**src/sv/isotp_rx_pkg.sv**
```systemverilog
// package for the iso-tp receive tracker
// frame and result types, protocol codes and the divide-by-seven helper
// no dependencies
package isotp_rx_pkg;

    localparam int FRAME_BYTES = 8;
    localparam int PAY_BYTES   = 7;
    localparam int OFFSET_W    = 9;
    localparam int COUNT_W     = 6;

    // protocol control codes
    localparam logic [7:0] CTL_SF_MIN   = 8'h01;
    localparam logic [7:0] CTL_SF_MAX   = 8'h07;
    localparam logic [7:0] CTL_FIRST    = 8'h10;
    localparam logic [7:0] CTL_FLOW     = 8'h30;
    localparam logic [3:0] FLOW_LEN     = 4'd3;
    localparam logic [3:0] MAX_LEN      = 4'd8;
    localparam logic [7:0] FIRST_MIN    = 8'd6;
    localparam logic [2:0] FIRST_PAY    = 3'd6;
    localparam logic [OFFSET_W-1:0] FIRST_OFFSET = 9'd6;

    // status codes
    localparam logic [1:0] ST_OK        = 2'd0;
    localparam logic [1:0] ST_BAD_FIRST = 2'd1;
    localparam logic [1:0] ST_BAD_FLOW  = 2'd2;

    typedef struct packed {
        logic [3:0]                        frame_length;
        logic [FRAME_BYTES-1:0][7:0]       data;
    } t_frame;

    typedef struct packed {
        logic                              data_valid;
        logic                              last_of_message;
        logic [1:0]                        status;
        logic [OFFSET_W-1:0]               byte_offset;
        logic [2:0]                        payload_count;
        logic [PAY_BYTES-1:0][7:0]         payload;
    } t_result;

    // x / 7 for an 8-bit x, by reciprocal 293 / 2048
    function automatic logic [COUNT_W-1:0] div7(input logic [7:0] x);
        logic [16:0] prod;
        prod = 17'(x) * 17'd293;
        return prod[16:11];
    endfunction

endpackage

```
**src/sv/isotp_rx_if.sv**
```systemverilog
// channel interfaces of the iso-tp receive tracker
// frame input channel and result output channel, valid/ready transfer
// no dependencies
interface isotp_rx_frame_if;
    logic       valid;
    logic       ready;
    logic [3:0] frame_length;
    logic [7:0] byte_0;
    logic [7:0] byte_1;
    logic [7:0] byte_2;
    logic [7:0] byte_3;
    logic [7:0] byte_4;
    logic [7:0] byte_5;
    logic [7:0] byte_6;
    logic [7:0] byte_7;

    modport source (
        output valid, frame_length, byte_0, byte_1, byte_2, byte_3,
               byte_4, byte_5, byte_6, byte_7,
        input  ready
    );
    modport sink (
        input  valid, frame_length, byte_0, byte_1, byte_2, byte_3,
               byte_4, byte_5, byte_6, byte_7,
        output ready
    );
endinterface

interface isotp_rx_result_if;
    logic       valid;
    logic       ready;
    logic       data_valid;
    logic       last_of_message;
    logic [1:0] status;
    logic [8:0] byte_offset;
    logic [2:0] payload_count;
    logic [7:0] payload_0;
    logic [7:0] payload_1;
    logic [7:0] payload_2;
    logic [7:0] payload_3;
    logic [7:0] payload_4;
    logic [7:0] payload_5;
    logic [7:0] payload_6;

    modport source (
        output valid, data_valid, last_of_message, status, byte_offset,
               payload_count, payload_0, payload_1, payload_2, payload_3,
               payload_4, payload_5, payload_6,
        input  ready
    );
    modport sink (
        input  valid, data_valid, last_of_message, status, byte_offset,
               payload_count, payload_0, payload_1, payload_2, payload_3,
               payload_4, payload_5, payload_6,
        output ready
    );
endinterface

```
**src/sv/isotp_rx_core.sv**
```systemverilog
// transfer tracking state machine and result register; updates
// phase, counters; one registered frame per cycle unless stalled
// depends on isotp_rx_pkg
module isotp_rx_core (
    input  logic                   i_clk,
    input  logic                   i_rst_n,
    input  logic                   i_frame_valid,
    input  isotp_rx_pkg::t_frame   i_frame,
    input  logic                   i_res_ready,
    output logic                   o_advance,
    output logic                   o_res_valid,
    output isotp_rx_pkg::t_result  o_res
);
    import isotp_rx_pkg::*;

    typedef enum logic [1:0] {
        PH_IDLE    = 2'd0,
        PH_WAIT_FC = 2'd1,
        PH_CF      = 2'd2
    } t_phase;

    t_phase               r_phase, n_phase;
    logic [COUNT_W-1:0]   r_frames_remaining, n_frames_remaining;
    logic [OFFSET_W-1:0]  r_write_offset, n_write_offset;
    logic                 r_res_valid;
    t_result              r_res, n_res;

    logic [3:0]           len_clip;
    logic [2:0]           tail;
    logic [7:0]           ctl;
    logic [7:0]           mlen;
    logic                 load;
    logic [PAY_BYTES-1:0][7:0] tail_pay;
    logic [PAY_BYTES-1:0][7:0] first_pay;

    assign o_advance = !r_res_valid || i_res_ready;
    assign load      = i_frame_valid && o_advance;
    assign ctl       = i_frame.data[0];
    assign mlen      = i_frame.data[1];
    assign len_clip  = (i_frame.frame_length > MAX_LEN) ? MAX_LEN : i_frame.frame_length;
    assign tail      = (len_clip == 4'd0) ? 3'd0 : 3'(len_clip - 4'd1);

    always_comb begin
        for (int k = 0; k < PAY_BYTES; k++) begin
            tail_pay[k]  = (3'(k) < tail) ? i_frame.data[k + 1] : 8'h00;
            first_pay[k] = (3'(k) < FIRST_PAY) ? i_frame.data[(k + 2) % FRAME_BYTES] : 8'h00;
        end
    end

    always_comb begin
        n_phase            = r_phase;
        n_frames_remaining = r_frames_remaining;
        n_write_offset     = r_write_offset;
        n_res              = '0;
        if (r_phase == PH_WAIT_FC) begin
            if (ctl == CTL_FLOW && i_frame.frame_length == FLOW_LEN) begin
                n_phase = PH_CF;
            end else begin
                n_res.status       = ST_BAD_FLOW;
                n_phase            = PH_IDLE;
                n_frames_remaining = '0;
                n_write_offset     = '0;
            end
        end else if (r_phase == PH_CF && r_frames_remaining != '0) begin
            n_res.data_valid    = 1'b1;
            n_res.payload_count = tail;
            n_res.payload       = tail_pay;
            n_res.byte_offset   = r_write_offset;
            n_write_offset      = r_write_offset + OFFSET_W'(tail);
            n_frames_remaining  = r_frames_remaining - COUNT_W'(1);
            if (r_frames_remaining == COUNT_W'(1)) begin
                n_res.last_of_message = 1'b1;
                n_phase               = PH_IDLE;
                n_write_offset        = '0;
            end
        end else begin
            n_phase            = PH_IDLE;
            n_frames_remaining = '0;
            n_write_offset     = '0;
            if (ctl >= CTL_SF_MIN && ctl <= CTL_SF_MAX) begin
                n_res.data_valid      = 1'b1;
                n_res.last_of_message = 1'b1;
                n_res.payload_count   = tail;
                n_res.payload         = tail_pay;
            end else if (ctl == CTL_FIRST) begin
                if (mlen <= FIRST_MIN) begin
                    n_res.status = ST_BAD_FIRST;
                end else begin
                    n_res.data_valid    = 1'b1;
                    n_res.payload_count = FIRST_PAY;
                    n_res.payload       = first_pay;
                    n_frames_remaining  = div7(mlen);
                    n_write_offset      = FIRST_OFFSET;
                    n_phase             = PH_WAIT_FC;
                end
            end else begin
                n_res.status = ST_BAD_FIRST;
            end
        end
    end

    always_ff @(posedge i_clk) begin
        if (!i_rst_n) begin
            r_phase            <= PH_IDLE;
            r_frames_remaining <= '0;
            r_write_offset     <= '0;
            r_res_valid        <= 1'b0;
        end else begin
            if (load) begin
                r_phase            <= n_phase;
                r_frames_remaining <= n_frames_remaining;
                r_write_offset     <= n_write_offset;
                r_res_valid        <= 1'b1;
            end else if (i_res_ready) begin
                r_res_valid        <= 1'b0;
            end
        end
        if (load) begin
            r_res <= n_res;
        end
    end

    assign o_res_valid = r_res_valid;
    assign o_res       = r_res;

endmodule

```
**src/sv/isotp_receive_tracker_top.sv**
```systemverilog
// iso-tp receive tracker: one result per frame;
// one frame per cycle sustained while the result output is not stalled, set by the state update in isotp_rx_core
// input register, then the state machine and its result register
// synchronous active-low reset clears phase, frame count, offset and both valid flags
// depends on isotp_rx_pkg, isotp_rx_if and isotp_rx_core
module isotp_receive_tracker_top (
    input  logic             i_clk,
    input  logic             i_rst_n,
    isotp_rx_frame_if.sink   i_frame,
    isotp_rx_result_if.source o_result
);
    import isotp_rx_pkg::*;

    logic    r_in_valid;
    t_frame  r_frame;
    t_frame  n_frame;
    logic    advance;
    logic    res_valid;
    t_result res;

    assign i_frame.ready = !r_in_valid || advance;

    always_comb begin
        n_frame.frame_length = i_frame.frame_length;
        n_frame.data[0]      = i_frame.byte_0;
        n_frame.data[1]      = i_frame.byte_1;
        n_frame.data[2]      = i_frame.byte_2;
        n_frame.data[3]      = i_frame.byte_3;
        n_frame.data[4]      = i_frame.byte_4;
        n_frame.data[5]      = i_frame.byte_5;
        n_frame.data[6]      = i_frame.byte_6;
        n_frame.data[7]      = i_frame.byte_7;
    end

    always_ff @(posedge i_clk) begin
        if (!i_rst_n) begin
            r_in_valid <= 1'b0;
        end else if (i_frame.ready) begin
            r_in_valid <= i_frame.valid;
        end
        if (i_frame.ready && i_frame.valid) begin
            r_frame <= n_frame;
        end
    end

    isotp_rx_core u_core (
        .i_clk         (i_clk),
        .i_rst_n       (i_rst_n),
        .i_frame_valid (r_in_valid),
        .i_frame       (r_frame),
        .i_res_ready   (o_result.ready),
        .o_advance     (advance),
        .o_res_valid   (res_valid),
        .o_res         (res)
    );

    assign o_result.valid           = res_valid;
    assign o_result.data_valid      = res.data_valid;
    assign o_result.last_of_message = res.last_of_message;
    assign o_result.status          = res.status;
    assign o_result.byte_offset     = res.byte_offset;
    assign o_result.payload_count   = res.payload_count;
    assign o_result.payload_0       = res.payload[0];
    assign o_result.payload_1       = res.payload[1];
    assign o_result.payload_2       = res.payload[2];
    assign o_result.payload_3       = res.payload[3];
    assign o_result.payload_4       = res.payload[4];
    assign o_result.payload_5       = res.payload[5];
    assign o_result.payload_6       = res.payload[6];

endmodule

```
**src/flat_wrapper.sv**
```systemverilog
// flat-port wrapper written by rule: the top's interface ports become plain ports
module isotp_receive_tracker_top_flat import isotp_rx_pkg::*;
  (i_clk, i_rst_n, i_frame_valid, i_frame_frame_length, i_frame_byte_0, i_frame_byte_1, i_frame_byte_2, i_frame_byte_3, i_frame_byte_4, i_frame_byte_5, i_frame_byte_6, i_frame_byte_7, i_frame_ready, o_result_valid, o_result_data_valid, o_result_last_of_message, o_result_status, o_result_byte_offset, o_result_payload_count, o_result_payload_0, o_result_payload_1, o_result_payload_2, o_result_payload_3, o_result_payload_4, o_result_payload_5, o_result_payload_6, o_result_ready);
  isotp_rx_frame_if i_frame_i ();
  isotp_rx_result_if o_result_i ();
  input  logic i_clk;
  input  logic i_rst_n;
  input wire logic [$bits(i_frame_i.valid)-1:0] i_frame_valid;
  input wire logic [$bits(i_frame_i.frame_length)-1:0] i_frame_frame_length;
  input wire logic [$bits(i_frame_i.byte_0)-1:0] i_frame_byte_0;
  input wire logic [$bits(i_frame_i.byte_1)-1:0] i_frame_byte_1;
  input wire logic [$bits(i_frame_i.byte_2)-1:0] i_frame_byte_2;
  input wire logic [$bits(i_frame_i.byte_3)-1:0] i_frame_byte_3;
  input wire logic [$bits(i_frame_i.byte_4)-1:0] i_frame_byte_4;
  input wire logic [$bits(i_frame_i.byte_5)-1:0] i_frame_byte_5;
  input wire logic [$bits(i_frame_i.byte_6)-1:0] i_frame_byte_6;
  input wire logic [$bits(i_frame_i.byte_7)-1:0] i_frame_byte_7;
  output wire logic [$bits(i_frame_i.ready)-1:0] i_frame_ready;
  output wire logic [$bits(o_result_i.valid)-1:0] o_result_valid;
  output wire logic [$bits(o_result_i.data_valid)-1:0] o_result_data_valid;
  output wire logic [$bits(o_result_i.last_of_message)-1:0] o_result_last_of_message;
  output wire logic [$bits(o_result_i.status)-1:0] o_result_status;
  output wire logic [$bits(o_result_i.byte_offset)-1:0] o_result_byte_offset;
  output wire logic [$bits(o_result_i.payload_count)-1:0] o_result_payload_count;
  output wire logic [$bits(o_result_i.payload_0)-1:0] o_result_payload_0;
  output wire logic [$bits(o_result_i.payload_1)-1:0] o_result_payload_1;
  output wire logic [$bits(o_result_i.payload_2)-1:0] o_result_payload_2;
  output wire logic [$bits(o_result_i.payload_3)-1:0] o_result_payload_3;
  output wire logic [$bits(o_result_i.payload_4)-1:0] o_result_payload_4;
  output wire logic [$bits(o_result_i.payload_5)-1:0] o_result_payload_5;
  output wire logic [$bits(o_result_i.payload_6)-1:0] o_result_payload_6;
  input wire logic [$bits(o_result_i.ready)-1:0] o_result_ready;
  assign i_frame_i.valid = i_frame_valid;
  assign i_frame_i.frame_length = i_frame_frame_length;
  assign i_frame_i.byte_0 = i_frame_byte_0;
  assign i_frame_i.byte_1 = i_frame_byte_1;
  assign i_frame_i.byte_2 = i_frame_byte_2;
  assign i_frame_i.byte_3 = i_frame_byte_3;
  assign i_frame_i.byte_4 = i_frame_byte_4;
  assign i_frame_i.byte_5 = i_frame_byte_5;
  assign i_frame_i.byte_6 = i_frame_byte_6;
  assign i_frame_i.byte_7 = i_frame_byte_7;
  assign i_frame_ready = i_frame_i.ready;
  assign o_result_valid = o_result_i.valid;
  assign o_result_data_valid = o_result_i.data_valid;
  assign o_result_last_of_message = o_result_i.last_of_message;
  assign o_result_status = o_result_i.status;
  assign o_result_byte_offset = o_result_i.byte_offset;
  assign o_result_payload_count = o_result_i.payload_count;
  assign o_result_payload_0 = o_result_i.payload_0;
  assign o_result_payload_1 = o_result_i.payload_1;
  assign o_result_payload_2 = o_result_i.payload_2;
  assign o_result_payload_3 = o_result_i.payload_3;
  assign o_result_payload_4 = o_result_i.payload_4;
  assign o_result_payload_5 = o_result_i.payload_5;
  assign o_result_payload_6 = o_result_i.payload_6;
  assign o_result_i.ready = o_result_ready;
  isotp_receive_tracker_top u_core (.i_clk(i_clk), .i_rst_n(i_rst_n), .i_frame(i_frame_i), .o_result(o_result_i));
endmodule
```
**config.mk**
```make
export PLATFORM = sky130hd
export DESIGN_NAME = isotp_receive_tracker_top_flat
export DESIGN_NICKNAME = d
export VERILOG_FILES = /design/src/sv/isotp_rx_pkg.sv /design/src/sv/isotp_rx_if.sv /design/src/sv/isotp_rx_core.sv /design/src/sv/isotp_receive_tracker_top.sv /design/src/flat_wrapper.sv
export SDC_FILE = /design/constraint.sdc
export NUM_CORES = 1
export LEC_CHECK = 0
export BUFFER_PORTS_ARGS = -buffer_cell sky130_fd_sc_hd__buf_4
export CAP_MARGIN = 15
export CORE_MARGIN = 3
export CORE_UTILIZATION = 51
export CTS_BUF_LIST = sky130_fd_sc_hd__clkbuf_8
export DETAILED_ROUTE_END_ITERATION = 12
export GPL_TIMING_DRIVEN = 0
export PLACE_DENSITY_LB_ADDON = 0.12
export SYNTH_ARGS = -nofsm -noshare
export SYNTH_HDL_FRONTEND = slang
export SYNTH_SLANG_ARGS = --single-unit
```
**constraint.sdc**
```tcl
create_clock -name i_clk -period 3.03 [get_ports i_clk]
set_input_delay 0.4545 -clock i_clk [delete_from_list [all_inputs] [get_ports i_clk]]
set_output_delay 0.4545 -clock i_clk [all_outputs]
set_load 0.02 [all_outputs]
```
Yosys cells after proc, flatten, opt, wreduce, memory -nomap -nowiden
Cells that the tools add are included.
{"block": "classes", "add_sub_neg": 3, "mul": 1, "order_cmp": 11, "n_eq_ne": 8, "mux": 47, "bitwise": 1, "reduce_logical": 15}
{"operator": "2-to-1 mux 59 bit", "count": 4}
{"operator": "2-to-1 mux 8 bit", "count": 7}
{"operator": "2-to-1 mux 6 bit", "count": 6}
{"operator": "2-to-1 mux 9 bit", "count": 4}
{"operator": "2-to-1 mux 2 bit", "count": 9}
{"operator": "multiplier 8 x 9 -> 17 bit (second input constant)", "count": 1}
{"operator": "less-or-equal comparator 8 x 3 -> 1 bit (second input constant)", "count": 2}
{"operator": "2-to-1 mux 1 bit", "count": 12}
{"operator": "2-to-1 mux 3 bit", "count": 4}
{"operator": "adder 9 x 3 -> 9 bit", "count": 1}
{"operator": "< comparator 3 bit (first input constant)", "count": 3}
{"operator": "equality test 8 x 5 -> 1 bit (second input constant)", "count": 1}
{"operator": "equality test 8 x 6 -> 1 bit (second input constant)", "count": 1}
{"operator": ">= comparator 8 x 1 -> 1 bit (second input constant)", "count": 1}
{"operator": "equality test 6 x 1 -> 1 bit (second input constant)", "count": 1}
{"operator": "< comparator 1 x 3 -> 1 bit (first input constant)", "count": 2}
{"operator": "< comparator 2 x 3 -> 1 bit (first input constant)", "count": 2}
{"operator": "nonzero test 6 bit", "count": 1}
{"operator": "subtractor 6 x 1 -> 6 bit (second input constant)", "count": 1}
{"operator": "logical AND 1 bit", "count": 5}
{"operator": "equality test 4 x 2 -> 1 bit (second input constant)", "count": 1}
{"operator": "> comparator 4 bit (second input constant)", "count": 1}
{"operator": "logical NOT 4 bit", "count": 1}
{"operator": "2-to-1 mux 4 bit", "count": 1}
{"operator": "11 further kinds", "count": 14}
{"block": "word_totals", "regBits": 159, "output_inout_bits": 74, "word_cells": 112}

Logic depth before layout (Yosys ltp)
Gate-level depths: netlist (run 1).
{"block": "depth", "ltp_word": 8, "depth_mapped": 13, "depth_no_buf": 13}

Cells and area by module
Synthesis (run 1) repeated with hierarchy kept, for this count alone.
{"block": "unflattened", "cells_unflattened": 476, "area_unflattened_um2": 6984.2}
{"module": "isotp_rx_core", "instances": 1, "cells_each": 403, "area_each_um2": 4884.7, "seq_area_each_um2": 2522.4}
{"module": "isotp_receive_tracker_top", "instances": 1, "cells_each": 73, "area_each_um2": 2099.5, "seq_area_each_um2": 2062.0}

Least setup slack after synthesis (run 1)
OpenSTA, ideal clock, no wires.
{"block": "synth_path", "path_kind": "input to register", "startpoint": "input o_result_ready", "endpoint": "register u_core.u_core.r_write_offset[4]", "setup_ns": 0.130, "arrival_time_ns": 3.092, "t_required_ns": 2.900, "setup_slack_ns": -0.193, "cell_stages": 8, "path_cell_list": "nand2b_1 > nand2_1 > inv_1 > o31ai_2 > buf_2 > nor3b_1 > xnor2_1 > nor2_1"}
{"block": "synth_between", "elab_chain_len": 3}
{"item": "start: declaration", "line_no": "flat_wrapper.sv:32", "rtl": "input wire logic [$bits(o_result_i.ready)-1:0] o_result_ready;"}
{"item": "logical OR 1 bit", "line_no": "isotp_rx_core.sv:36", "rtl": "assign o_advance = !r_res_valid || i_res_ready;"}
{"item": "logical AND 1 bit", "line_no": "isotp_rx_core.sv:37", "rtl": "assign load = i_frame_valid && o_advance;"}
{"item": "named net u_core.u_core.load", "line_no": "isotp_rx_core.sv:32", "rtl": "logic load;"}
{"item": "AND reduction 2 bit (no source line)"}
{"item": "end signal: assignment", "line_no": "isotp_rx_core.sv:112", "rtl": "r_write_offset <= n_write_offset;"}
{"item": "end: declaration", "line_no": "isotp_rx_core.sv:24", "rtl": "logic [OFFSET_W-1:0] r_write_offset, n_write_offset;"}
The timed path passes the listed nets, and every way through them passes these cells.
A chain may end at the register's enable or synchronous reset.

Worst setup path in the final report (run 1)
{"block": "layout_path", "startpoint": "register u_core.r_frame[12] (netlist bit)", "endpoint": "register u_core.u_core.r_frames_remaining[4]"}
{"block": "layout_between", "elab_chain_len": 6, "elab_cells_between_ends": 7, "cone_classes": "mul (1); order compare (1); mux (5)"}
{"item": "start: declaration", "line_no": "isotp_receive_tracker_top.sv:15", "rtl": "t_frame r_frame;"}
{"item": "start signal: assignment", "line_no": "isotp_receive_tracker_top.sv:42", "rtl": "r_frame <= n_frame;"}
{"item": "multiplier 8 x 9 -> 17 bit or less-or-equal comparator 8 x 3 -> 1 bit (tied branches)", "line_no": "isotp_rx_pkg.sv:44, isotp_rx_core.sv:86"}
{"item": "2-to-1 mux 6 bit (*)", "line_no": "isotp_rx_core.sv:86", "rtl": "if (mlen <= FIRST_MIN) begin"}
{"item": "2-to-1 mux 6 bit (*)", "line_no": "isotp_rx_core.sv:85", "rtl": "end else if (ctl == CTL_FIRST) begin"}
{"item": "2-to-1 mux 6 bit (*)", "line_no": "isotp_rx_core.sv:80", "rtl": "if (ctl >= CTL_SF_MIN && ctl <= CTL_SF_MAX) begin"}
{"item": "2-to-1 mux 6 bit (*)", "line_no": "isotp_rx_core.sv:64", "rtl": "end else if (r_phase == PH_CF && r_frames_remaining != '0) begin"}
{"item": "2-to-1 mux 6 bit (*)", "line_no": "isotp_rx_core.sv:55", "rtl": "if (r_phase == PH_WAIT_FC) begin"}
{"item": "end signal: assignment", "line_no": "isotp_rx_core.sv:111", "rtl": "r_frames_remaining <= n_frames_remaining;"}
{"item": "end: declaration", "line_no": "isotp_rx_core.sv:23", "rtl": "logic [COUNT_W-1:0] r_frames_remaining, n_frames_remaining;"}
Every way passes the cells marked *; elsewhere a longest branch is shown, timed or not.

==> results.txt, run 1 <==
----------------------------------------------------
[Global route]
  Number of antenna violations at the first check in global routing ... 0
  Number of global-route vias before repair ... 4,673
  Global Route Usage Sum ... 0.210
  Global-route wire length before repair ... 23.7 mm
  Remaining global-route overflow ... 0
  Largest net degree at the start of global routing ... 69

[Yosys]
  Net count after synthesis ... 602
  Share of synthesized area occupied by flip-flops and latches ... 0.657
  Flip-flop cell with the highest count after synthesis ... edfxtp_1
  Count of different cell masters after synthesis ... 55
  Top post-synthesis cells by area ... edfxtp_1 60%, ha_1 7.2%, dfxtp_1 5.5%, a22o_1 4.9%, nor2_1 1.9%
  Cell type contributing the most total cell area after synthesis ... edfxtp_1
  Leading cell types by count after synthesis ... 140 x edfxtp_1, 40 x ha_1, 39 x a22o_1, 36 x nor2_1, 26 x inv_1
  Post-Synthesis Cells ... 484
  Average footprint of a synthesized cell ... 14.4 um^2
  Count of state elements after synthesis ... 159
  Number of warning messages in the yosys log ... 0
  Number of enable-type register cells in the synthesized netlist ... 140
  Netlist area before placement ... 6980 um^2
  Most instantiated library cell after synthesis ... edfxtp_1
  Share of the synthesized area in the top cell type ... 0.603
  Async S/R FF share, synth ... 0

[Die]
  Initial core utilization ... 0.525
  Horiz. Die Dim ... 123 um
  Y dimension of the die ... 123 um
  IO Count ... 146
  Number of standard-cell rows in the floorplan ... 42
  Placeable Area ... 13,300 um^2
  Total Die Area ... 15,100 um^2

[Layout]
  Share of layout cells above drive strength 1 ... 0.343
  Number of fill cells ... 994
  Ant diodes ... 0
  Net count, final ... 781
  Layout overhead on the synthesized area ... 27.6%

[Timing]
  Final-report max-slew violation count ... 0
  Final count of negative-setup-slack endpoints ... 3
  Final total negative setup slack ... -0.220 ns
  Number of hold violations in the final report ... 0
  Final-layout worst hold slack ... 0.164 ns
  Normalized max-slew margin ... 0.390
  Final setup skew ... 0.0213 ns
  Tmin final ... 3.15 ns
  Top achievable clock speed ... 317 MHz
  Tightest Pin Transition ... 0.916 ns
  RSZ-0062 raised after global routing ... true
  Final Worst Setup Slack ... -0.124 ns
  Final period util ... 1.04

[Detailed routing]
  First-pass iteration count of the detailed router ... 5
  Final wirelength ... 15.2 mm
  Drt initial violations ... 300
  Via-per-instance ratio ... 5.52
  Post-route ant nets ... 0
  Via count ... 4,702
  Number of remaining DRC errors ... 0
  Post-DR wirelength/cell ... 17.9 um

[Placement]
  Number of buffers inserted by port buffering ... 144
  Detailed placer's ending HPWL ... 11.0 mm
  Gp weighted congestion ... 0.834

[Clocking]
  Number of buffers added to fix hold violations after cts ... 0
  Clock latency on the worst-skew pair ... 0.46 ns
  TritonCTS clock tree ... done
  Clock sink total ... 159
  CTS clk-pin slew, worst paths ... 0.10 ns
  Deepest level of the CTS H-tree ... 4
  Clock Root Buffer ... clkbuf_8
  Number of buffers between clock root and the deepest sink ... 2
  CTS buffer count ... 17

[Power]
  Worst-case vdd ir drop ... 0.343 mV
  Leakage ... 3.53 nW
  Pwr per Cell Area ... 513 nW/um^2
  Total chip power ... 0.00456 W

[Job]
  Max-cap violations ... 0

[Critical path]
  Top fanout value on the critical path ... 2
  Arrival @ worst endpoint ... 3.49 ns
  Data required, critical path ... 3.37 ns
  Critical Path Sink Type ... flop
  Critical Path Start Type ... flop
  Startpoint-to-endpoint class of the critical path ... flop to flop

[Status]
  Violations in the final reports ... setup timing
  Status ... complete, but fails checks

[Min path]
  Hold WC Path Type ... input port to flop

----------------------------------------------------
## report_power, final
| group | leakage [nW] | switching (W) | internal [W] |
|---|---|---|---|
| Sequential | 1.51 | 0.0000540 | 0.00248 |
| Combinational | 1.84 | 0.000331 | 0.000296 |
| Clock | 0.174 | 0.000826 | 0.000575 |
| Total | 3.53 | 0.00121 | 0.00335 |
## layout by cell type, fill, tap and decap left out, drive strengths merged, types with 9 or more instances in the layout
cell / netlist / routed
a32o: 9 / 9
edfxtp: 140 / 140
ha: 40 / 40
nor2: 36 / 36
dfxtp: 19 / 19
nand2: 16 / 16
buf: 9 / 169
inv: 26 / 33
xnor2: 10 / 10
a22o: 39 / 39
o21ai: 12 / 12
nor3: 10 / 10
and2: 12 / 12
a21oi: 16 / 16
clkbuf: 5 / 22
## routing by layer
layer / global-route usage / share of wire / up-vias
met4: 0.0826 / 0.021 / 0
met5: 0 / 0 / -
met2: 0.326 / 0.49 / 180
met1: 0.282 / 0.41 / 2278
li1: - / - / 2223
met3: 0.0599 / 0.079 / 21
## registers in the layout, indices dropped and copies added, names as in the netlist
register                          flops
u_core.u_core.r_write_offset          9
u_core.u_core.o_res_valid             1
u_core.u_core.r_phase                 2
u_core.r_in_valid                     1
u_core.r_frame                       68
u_core.u_core.o_res                  72
u_core.u_core.r_frames_remaining      6
## cell families after synthesis
kind of cell	synth area share
buf+inv	0.0269
simple gates	0.0936
xor+xnor	0.0126
flops	0.657
compound gates	0.121
fa+ha+maj	0.0890
## path summary, 6_finish.rpt
| check | slack [ns] | depth (start not counted) | from | to |
|---|---|---|---|---|
| max | -0.12 | 13 | u_core.r_frame[12] | u_core.u_core.r_frames_remaining[4] |
| min reg2reg | 0.54 | 2 | u_core.u_core.r_write_offset[8] | u_core.u_core.r_write_offset[8] |
| max reg2reg | -0.12 | 13 | u_core.r_frame[12] | u_core.u_core.r_frames_remaining[4] |
| min | 0.16 | 1 | i_frame_byte_1[1] | u_core.r_frame[9] |
## area by class of cell
class / count / area (um^2) / area share
clock inverter: 15 / 111 / 0.0125
sequential: 159 / 4580 / 0.515
buffer: 14 / 90.1 / 0.0101
timing repair buffer: 160 / 1220 / 0.137
tap: 176 / 220 / 0.0247
multi-input combinational: 285 / 2340 / 0.263
inverter: 26 / 101 / 0.0114
clock buffer: 17 / 234 / 0.0263
## timing repair
action                     4_1_cts  5_1_grt
pin swaps                       21       13
resized for setup               20        8
setup endpoints to repair        6        6
setup buffers                   14        1
## worst max-delay path, cell delays in order (launching register included)
cell	delay [ns]
edfxtp_1	0.44
ha_1	0.32
inv_2	0.04
fa_1	0.48
fa_2	0.35
inv_2	0.08
ha_4	0.20
nand4b_1	0.09
o211ai_1	0.17
buf_4	0.19
a2111oi_4	0.31
nor2_2	0.09
a32oi_1	0.20
o21ai_1	0.09
## per-stage QoR
| step | setup WS, ns | std cells | util | instance area (um^2) |
|---|---|---|---|---|
| after floorplan | 0.00901 | 484 | - | 7000 |
| after global placement | -0.525 | 804 | 0.624 | 8300 |
| after detailed placement | -0.361 | 805 | 0.626 | 8320 |
| after CTS | -0.0857 | 851 | 0.668 | 8870 |
| after global routing | -0.239 | 852 | 0.669 | 8900 |
| final | -0.124 | 852 | 0.669 | 8900 |
Power figures use the tool's default switching activity.
==> run 2, diff against run 1 <==
--- a/config.mk
+++ b/config.mk
@@ -10,9 +10,11 @@
 export CORE_MARGIN = 3
 export CORE_UTILIZATION = 51
 export CTS_BUF_LIST = sky130_fd_sc_hd__clkbuf_8
+export CTS_CLUSTER_DIAMETER = 30
 export DETAILED_ROUTE_END_ITERATION = 12
 export GPL_TIMING_DRIVEN = 0
 export PLACE_DENSITY_LB_ADDON = 0.12
 export SYNTH_ARGS = -nofsm -noshare
 export SYNTH_HDL_FRONTEND = slang
+export SYNTH_HIERARCHICAL = 1
 export SYNTH_SLANG_ARGS = --single-unit
==> results.txt, run 2 <==
----------------------------------------------------
[Layout]
  Most frequent standard cell in the layout excluding fill and tap cells ... buf_4 (unchanged)
  Share of layout cells above drive strength 1 ... 0.371 (was 0.343)
  Final core utilization ... 0.679 (was 0.669)
  Ant diodes ... 0 (unchanged)
  Net count, final ... 779 (was 781)
  Flip-flop count of the largest register, all copies and words added ... 72 (unchanged)
  Number of non-filler instances in the completed layout ... 850 (was 852)
  Layout overhead on the synthesized area ... 29.3% (was 27.6%)
  Leading cell types in the layout, fill and taps excluded ... 164 x buf_4, 140 x edfxtp_1, 42 x a22o_1 (was 158 x buf_4, 140 x edfxtp_1, 39 x a22o_1)

[Yosys]
  Number of warning messages in the yosys log ... 6 (was 0)
  Largest family of logic cells by synthesized area ... compound AO/OA/AOI/OAI gates (unchanged)
  Async S/R FF share, synth ... 0 (unchanged)
  Post-Synthesis Cells ... 476 (was 484)
  Simple-gate portion of the synthesized area ... 0.0948 (was 0.0936)
  Share of the synthesized area in the top cell type ... 0.602 (was 0.603)
  Adder-Cell Fraction of Synth Area ... 0.0889 (was 0.0890)
  Netlist area before placement ... 6980 um^2 (about the same)
  Complex-gate fraction of the synthesized area ... 0.121 (about the same)
  Top post-synthesis cells by area ... edfxtp_1 60%, ha_1 7.2%, dfxtp_1 5.4%, a22o_1 5.3%, nor2_1 1.9% (was edfxtp_1 60%, ha_1 7.2%, dfxtp_1 5.5%, a22o_1 4.9%, nor2_1 1.9%)
  Count of state elements after synthesis ... 159 (unchanged)
  Leading cell types by count after synthesis ... 140 x edfxtp_1, 42 x a22o_1, 40 x ha_1, 36 x nor2_1, 24 x inv_1 (was 140 x edfxtp_1, 40 x ha_1, 39 x a22o_1, 36 x nor2_1, 26 x inv_1)
  Most instantiated library cell after synthesis ... edfxtp_1 (unchanged)
  Number of enable-type register cells in the synthesized netlist ... 140 (unchanged)
  Share of synthesized area occupied by flip-flops and latches ... 0.656 (was 0.657)
  Cell type contributing the most total cell area after synthesis ... edfxtp_1 (unchanged)
  Synth Area in XOR/XNOR ... 0.0113 (was 0.0126)
  Flip-flop cell with the highest count after synthesis ... edfxtp_1 (unchanged)
  Count of different cell masters after synthesis ... 59 (was 55)
  Average footprint of a synthesized cell ... 14.7 um^2 (was 14.4 um^2)
  Post-synthesis mux area share ... 0 (unchanged)
  Net count after synthesis ... 594 (was 602)

[Clocking]
  Deepest level of the CTS H-tree ... 4 (unchanged)
  Clock Root Buffer ... clkbuf_8 (unchanged)
  TritonCTS clock tree ... done (unchanged)
  CTS clk-pin slew, worst paths ... 0.09 ns (was 0.10 ns)
  Clock latency on the worst-skew pair ... 0.45 ns (was 0.46 ns)
  CTS buffer count ... 17 (unchanged)
  Number of buffers between clock root and the deepest sink ... 2 (unchanged)
  Clock sink total ... 159 (unchanged)

[Status]
  Status ... complete, but fails checks (unchanged)
  Violations in the final reports ... setup timing (unchanged)

[Die]
  Number of standard-cell rows in the floorplan ... 42 (unchanged)
  Initial core utilization ... 0.525 (about the same)
  Total Die Area ... 15,100 um^2 (about the same)
  Horiz. Die Dim ... 123 um (about the same)
  Placeable Area ... 13,300 um^2 (unchanged)
  Y dimension of the die ... 123 um (about the same)
  IO Count ... 146 (unchanged)

[Detailed routing]
  Number of remaining DRC errors ... 0 (unchanged)
  Via count ... 4,553 (was 4,702)
  Post-DR wirelength/cell ... 17.7 um (was 17.9 um)
  Via-per-instance ratio ... 5.36 (was 5.52)
  Post-route ant nets ... 0 (unchanged)
  First-pass iteration count of the detailed router ... 5 (unchanged)
  Drt initial violations ... 301 (was 300)
  Final wirelength ... 15.1 mm (was 15.2 mm)

[Placement]
  Dpl cells ... 798 (was 805)
  Detailed placer's ending HPWL ... 10.9 mm (was 11.0 mm)
  Gp weighted congestion ... 0.845 (was 0.834)
  Number of buffers inserted by port buffering ... 145 (was 144)
  Minimum setup slack after placement ... -0.377 ns (was -0.361 ns)

[Global route]
  Largest net degree at the start of global routing ... 69 (unchanged)
  Remaining global-route overflow ... 0 (unchanged)
  Global-route wire length before repair ... 22.7 mm (was 23.7 mm)
  Number of antenna violations at the first check in global routing ... 0 (unchanged)
  Global Route Usage Sum ... 0.201 (was 0.210)
  Number of global-route vias before repair ... 4,411 (was 4,673)

[Min path]
  Hold WC Path Type ... input port to flop (unchanged)
  Start point of the worst min-delay path ... i_frame_byte_5[3] (was i_frame_byte_1[1])
  Number of stages on the worst hold path ... 1 (unchanged)
  Worst Hold End ... u_core/r_frame[43] (was u_core.r_frame[9])

[Timing]
  Final-report max-slew violation count ... 0 (unchanged)
  Final-layout worst hold slack ... 0.169 ns (was 0.164 ns)
  Top achievable clock speed ... 313 MHz (was 317 MHz)
  Final setup skew ... 0.0159 ns (was 0.0213 ns)
  Final total negative setup slack ... -0.596 ns (was -0.220 ns)
  Final count of negative-setup-slack endpoints ... 6 (was 3)
  Number of hold violations in the final report ... 0 (unchanged)
  Final period util ... 1.05 (was 1.04)
  RSZ-0062 raised after global routing ... true (unchanged)
  Tightest Pin Transition ... 0.905 ns (was 0.916 ns)
  Normalized max-slew margin ... 0.397 (was 0.390)
  Tmin final ... 3.19 ns (was 3.15 ns)
  Final Worst Setup Slack ... -0.164 ns (was -0.124 ns)

[Power]
  Worst-case vdd ir drop ... 0.331 mV (was 0.343 mV)
  Pwr per Cell Area ... 527 nW/um^2 (was 513 nW/um^2)
  Leakage ... 3.58 nW (was 3.53 nW)

[Critical path]
  Critical Path Start Type ... flop (unchanged)
  Slowest library cell on the worst path ... fa_1 (unchanged)
  Slowest Stage Delay on Critical Path ... 0.49 ns (was 0.48 ns)
  Data required, critical path ... 3.40 ns (was 3.37 ns)
  Critical Path Sink Type ... flop (unchanged)
  Endpoint of the worst register-to-register path ... u_core/u_core/r_frames_remaining[4] (was u_core.u_core.r_frames_remaining[4])
  Top fanout value on the critical path ... 4 (was 2)
  Worst path cell trace ... ha_1 -> inv_1 -> fa_1 -> fa_2 -> inv_2 -> ha_4 -> nand4b_1 -> o211ai_1 -> buf_4 -> a31o_4 -> o221a_4 -> o21a_1 -> o31ai_2 (was ha_1 -> inv_2 -> fa_1 -> fa_2 -> inv_2 -> ha_4 -> nand4b_1 -> o211ai_1 -> buf_4 -> a2111oi_4 -> nor2_2 -> a32oi_1 -> o21ai_1)
  FF-to-FF path depth ... 13 (unchanged)
  Reg-to-reg startpoint ... u_core/r_frame[12] (was u_core.r_frame[12])
  Startpoint-to-endpoint class of the critical path ... flop to flop (unchanged)
  Worst-case register-to-register setup slack ... -0.16 ns (was -0.12 ns)
  Arrival @ worst endpoint ... 3.56 ns (was 3.49 ns)

[Job]
  Max-cap violations ... 0 (unchanged)

----------------------------------------------------
-- run 2: through the flow --
step	instance area (um^2)	total power (W)
floorplan	7040	0.00294
global placement	8350	0.00317
detailed placement	8370	0.00319
CTS	8950	0.00476
global route	9030	0.00497
finish	9030	0.00476
-- run 2: worst max path at each step --
stage | end | start | slack [ns]
floorplan | u_core/u_core/r_frames_remaining[4] | u_core/r_frame[13] | -0.01
global placement | u_core/u_core/r_frames_remaining[5] | o_result_ready | -0.45
detailed placement | u_core/u_core/r_frames_remaining[0] | u_core/r_frame[13] | -0.38
CTS | u_core/u_core/r_frames_remaining[3] | u_core/r_frame[13] | -0.14
global route | u_core/u_core/r_frames_remaining[4] | u_core/r_frame[15] | -0.25
finish | u_core/u_core/r_frames_remaining[4] | u_core/r_frame[12] | -0.16
-- run 2: area by class of cell --
| type | count | area (um^2) |
|---|---|---|
| multi-input combinational | 281 | 2390 |
| sequential | 159 | 4580 |
| clock buffer | 17 | 234 |
| tap | 176 | 220 |
| fill | 943 | 4270 |
| inverter | 25 | 97.6 |
| buffer | 11 | 97.6 |
| clock inverter | 15 | 146 |
| timing repair buffer | 166 | 1260 |
-- run 2: kinds of logic after synthesis --
logic type,count (synthesis)
flip-flops,159
buffers and inverters,36
adder cells (fa/ha/maj),46
AO/OA/AOI/OAI,109
XOR/XNOR,9
AND/OR/NAND/NOR,117
-- run 2: power breakdown --
| part | internal (W) | switching [W] |
|---|---|---|
| sequential | 0.00250 | 0.0000594 |
| clock | 0.000723 | 0.000762 |
| combinational | 0.000349 | 0.000373 |
-- run 2: repair_timing --
action	in CTS	in global routing
hold buffers	0	0
endpoints found under the setup margin	6	6
pin swaps	23	9
resized for setup	16	10
setup buffers	17	2
-- run 2: per-layer routing --
metal | vias up | routed length [um] | track usage
li1 | 2200 | - | -
met1 | 2180 | 6290 | 0.260
met2 | 155 | 7490 | 0.324
met3 | 18 | 1080 | 0.0672
met4 | 0 | 191 | 0.0630
met5 | - | 0 | 0
-- run 2: worst max-delay path, delay by kind of cell (launching register included) --
family / cells / cell delay, ns
adders and majority gates: 4 / 1.36
AOI/OAI and AO/OA: 5 / 0.92
DFF: 1 / 0.44
buffers and inverters: 3 / 0.29
and+or+nand+nor: 1 / 0.10
==> run 3, diff against run 2 <==
--- a/config.mk
+++ b/config.mk
@@ -14,6 +14,7 @@
 export DETAILED_ROUTE_END_ITERATION = 12
 export GPL_TIMING_DRIVEN = 0
 export PLACE_DENSITY_LB_ADDON = 0.12
+export RECOVER_POWER = 25
 export SYNTH_ARGS = -nofsm -noshare
 export SYNTH_HDL_FRONTEND = slang
 export SYNTH_HIERARCHICAL = 1
==> results.txt, run 3 (synthesis gave the netlist of run 2 again) <==
----------------------------------------------------
[Critical path]
  FF-to-FF path depth ... 13 (unchanged)
  Endpoint of the worst register-to-register path ... u_core/u_core/r_frames_remaining[4] (unchanged)
  Slowest library cell on the worst path ... fa_1 (unchanged)
  Reg-to-reg startpoint ... u_core/r_frame[12] (unchanged)
  Data required, critical path ... 3.40 ns (about the same)
  Arrival @ worst endpoint ... 3.55 ns (was 3.56 ns)
  Worst-case register-to-register setup slack ... -0.15 ns (was -0.16 ns)
  Startpoint-to-endpoint class of the critical path ... flop to flop (unchanged)
  Worst path cell trace ... ha_1 -> inv_1 -> fa_1 -> fa_2 -> inv_2 -> ha_4 -> nand4b_1 -> o211ai_1 -> buf_4 -> a31o_4 -> o221a_4 -> o21a_1 -> o31ai_2 (unchanged)
  Critical Path Sink Type ... flop (unchanged)
  Top fanout value on the critical path ... 4 (unchanged)
  Slowest Stage Delay on Critical Path ... 0.49 ns (about the same)
  Critical Path Start Type ... flop (unchanged)

[Timing]
  Number of hold violations in the final report ... 0 (unchanged)
  RSZ-0062 raised after global routing ... true (unchanged)
  Top achievable clock speed ... 314 MHz (was 313 MHz)
  Final-report max-slew violation count ... 0 (unchanged)
  Normalized max-slew margin ... 0.394 (was 0.397)
  Tightest Pin Transition ... 0.910 ns (was 0.905 ns)
  Final period util ... 1.05 (about the same)
  Final count of negative-setup-slack endpoints ... 6 (unchanged)
  Final setup skew ... 0.0147 ns (was 0.0159 ns)
  Final total negative setup slack ... -0.556 ns (was -0.596 ns)
  Final-layout worst hold slack ... 0.191 ns (was 0.169 ns)
  Final Worst Setup Slack ... -0.151 ns (was -0.164 ns)
  Tmin final ... 3.18 ns (was 3.19 ns)

[Placement]
  Number of buffers inserted by port buffering ... 145 (unchanged)
  Detailed placer's ending HPWL ... 10.9 mm (unchanged)
  Gp weighted congestion ... 0.845 (unchanged)

[Layout]
  Most frequent standard cell in the layout excluding fill and tap cells ... edfxtp_1 (was buf_4)
  Net count, final ... 779 (unchanged)
  Flip-flop count of the largest register, all copies and words added ... 72 (unchanged)
  Share of layout cells above drive strength 1 ... 0.337 (was 0.371)
  Ant diodes ... 0 (unchanged)
  Leading cell types in the layout, fill and taps excluded ... 140 x edfxtp_1, 76 x buf_4, 66 x clkbuf_4 (was 164 x buf_4, 140 x edfxtp_1, 42 x a22o_1)
  Layout overhead on the synthesized area ... 28.0% (was 29.3%)
  Final core utilization ... 0.672 (was 0.679)

[Clocking]
  Clock Root Buffer ... clkbuf_8 (unchanged)
  Clock latency on the worst-skew pair ... 0.45 ns (about the same)
  Number of buffers between clock root and the deepest sink ... 2 (unchanged)
  TritonCTS clock tree ... done (unchanged)
  CTS clk-pin slew, worst paths ... 0.09 ns (about the same)
  CTS buffer count ... 17 (unchanged)
  Deepest level of the CTS H-tree ... 4 (unchanged)
  Clock sink total ... 159 (unchanged)
  Number of buffers added to fix hold violations after cts ... 0 (unchanged)

[Power]
  Pwr per Cell Area ... 531 nW/um^2 (was 527 nW/um^2)
  Worst-case vdd ir drop ... 0.330 mV (was 0.331 mV)
  Leakage ... 3.48 nW (was 3.58 nW)
  Total chip power ... 0.00474 W (was 0.00476 W)

[Detailed routing]
  First-pass iteration count of the detailed router ... 6 (was 5)
  Via-per-instance ratio ... 5.37 (was 5.36)
  Post-DR wirelength/cell ... 17.7 um (about the same)
  Final wirelength ... 15.0 mm (was 15.1 mm)
  Drt initial violations ... 283 (was 301)
  Post-route ant nets ... 0 (unchanged)
  Number of remaining DRC errors ... 0 (unchanged)
  Via count ... 4,564 (was 4,553)

[Min path]
  Start point of the worst min-delay path ... i_frame_byte_5[3] (unchanged)
  Worst Hold End ... u_core/r_frame[43] (unchanged)
  Number of stages on the worst hold path ... 1 (unchanged)
  Hold WC Path Type ... input port to flop (unchanged)

[Die]
  Horiz. Die Dim ... 123 um (unchanged)
  Initial core utilization ... 0.525 (unchanged)
  Total Die Area ... 15,100 um^2 (unchanged)
  IO Count ... 146 (unchanged)
  Number of standard-cell rows in the floorplan ... 42 (unchanged)
  Y dimension of the die ... 123 um (unchanged)
  Placeable Area ... 13,300 um^2 (unchanged)

[Status]
  Status ... complete, but fails checks (unchanged)
  Violations in the final reports ... setup timing (unchanged)

[Job]
  Max-cap violations ... 0 (unchanged)

[Global route]
  Number of antenna violations at the first check in global routing ... 2 (was 0)
  Largest net degree at the start of global routing ... 69 (unchanged)
  Global-route wire length before repair ... 22.7 mm (unchanged)
  Global Route Usage Sum ... 0.201 (unchanged)
  Remaining global-route overflow ... 0 (unchanged)
  Number of global-route vias before repair ... 4,411 (unchanged)

----------------------------------------------------
run 3: routing by layer:
metal / routed length [um] / vias to the layer above / track usage
met5: 16 / - / 0
met4: 184 / 4 / 0.0630
met3: 1160 / 20 / 0.0672
met2: 7420 / 179 / 0.324
met1: 6260 / 2157 / 0.260
li1: - / 2204 / -
run 3: worst max path at each step:
| stage | depth (start not counted) | end | from | slack, ns |
|---|---|---|---|---|
| global route | 10 | u_core/u_core/r_frames_remaining[4] | u_core/r_frame[15] | -0.25 |
| detailed placement | 11 | u_core/u_core/r_frames_remaining[0] | u_core/r_frame[13] | -0.38 |
| global placement | 8 | u_core/u_core/r_frames_remaining[5] | o_result_ready | -0.45 |
| finish | 13 | u_core/u_core/r_frames_remaining[4] | u_core/r_frame[12] | -0.15 |
| floorplan | 12 | u_core/u_core/r_frames_remaining[4] | u_core/r_frame[13] | -0.01 |
| CTS | 11 | u_core/u_core/r_frames_remaining[3] | u_core/r_frame[13] | -0.14 |
run 3: where the power goes:
group	switching (W)	internal, W
Combinational	0.000372	0.000332
Clock	0.000761	0.000723
Sequential	0.0000587	0.00250
Total	0.00119	0.00355
run 3: layout make-up:
cell class | count | area [um^2]
sequential | 159 | 4580
clock inverter | 15 | 146
tap | 176 | 220
multi-input combinational | 281 | 2380
fill | 958 | 4360
buffer | 11 | 97.6
clock buffer | 17 | 234
timing repair buffer | 166 | 1180
inverter | 25 | 97.6
run 3: timing repair:
| item | in CTS | in global routing |
|---|---|---|
| pin swaps | 23 | 9 |
| gates resized for setup | 16 | 10 |
| endpoints found under the setup margin | 6 | 6 |
| buffers inserted | 17 | 2 |
run 3: worst max-delay path: cells and delay by family (launching register included):
kind / cells / cell delay [ns]
fa+ha+maj: 4 / 1.36
simple gates: 1 / 0.09
buf+inv: 3 / 0.28
compound gates: 5 / 0.92
flops: 1 / 0.44
run 3: through the flow:
stage | area, um^2 | cells | setup slack (ns)
2_1_floorplan | 7040 | 476 | -0.0102
3_3_place_gp | 8350 | 797 | -0.449
3_5_place_dp | 8370 | 798 | -0.377
4_1_cts | 8950 | 847 | -0.144
5_1_grt | 8940 | 850 | -0.253
6_report | 8940 | 850 | -0.151
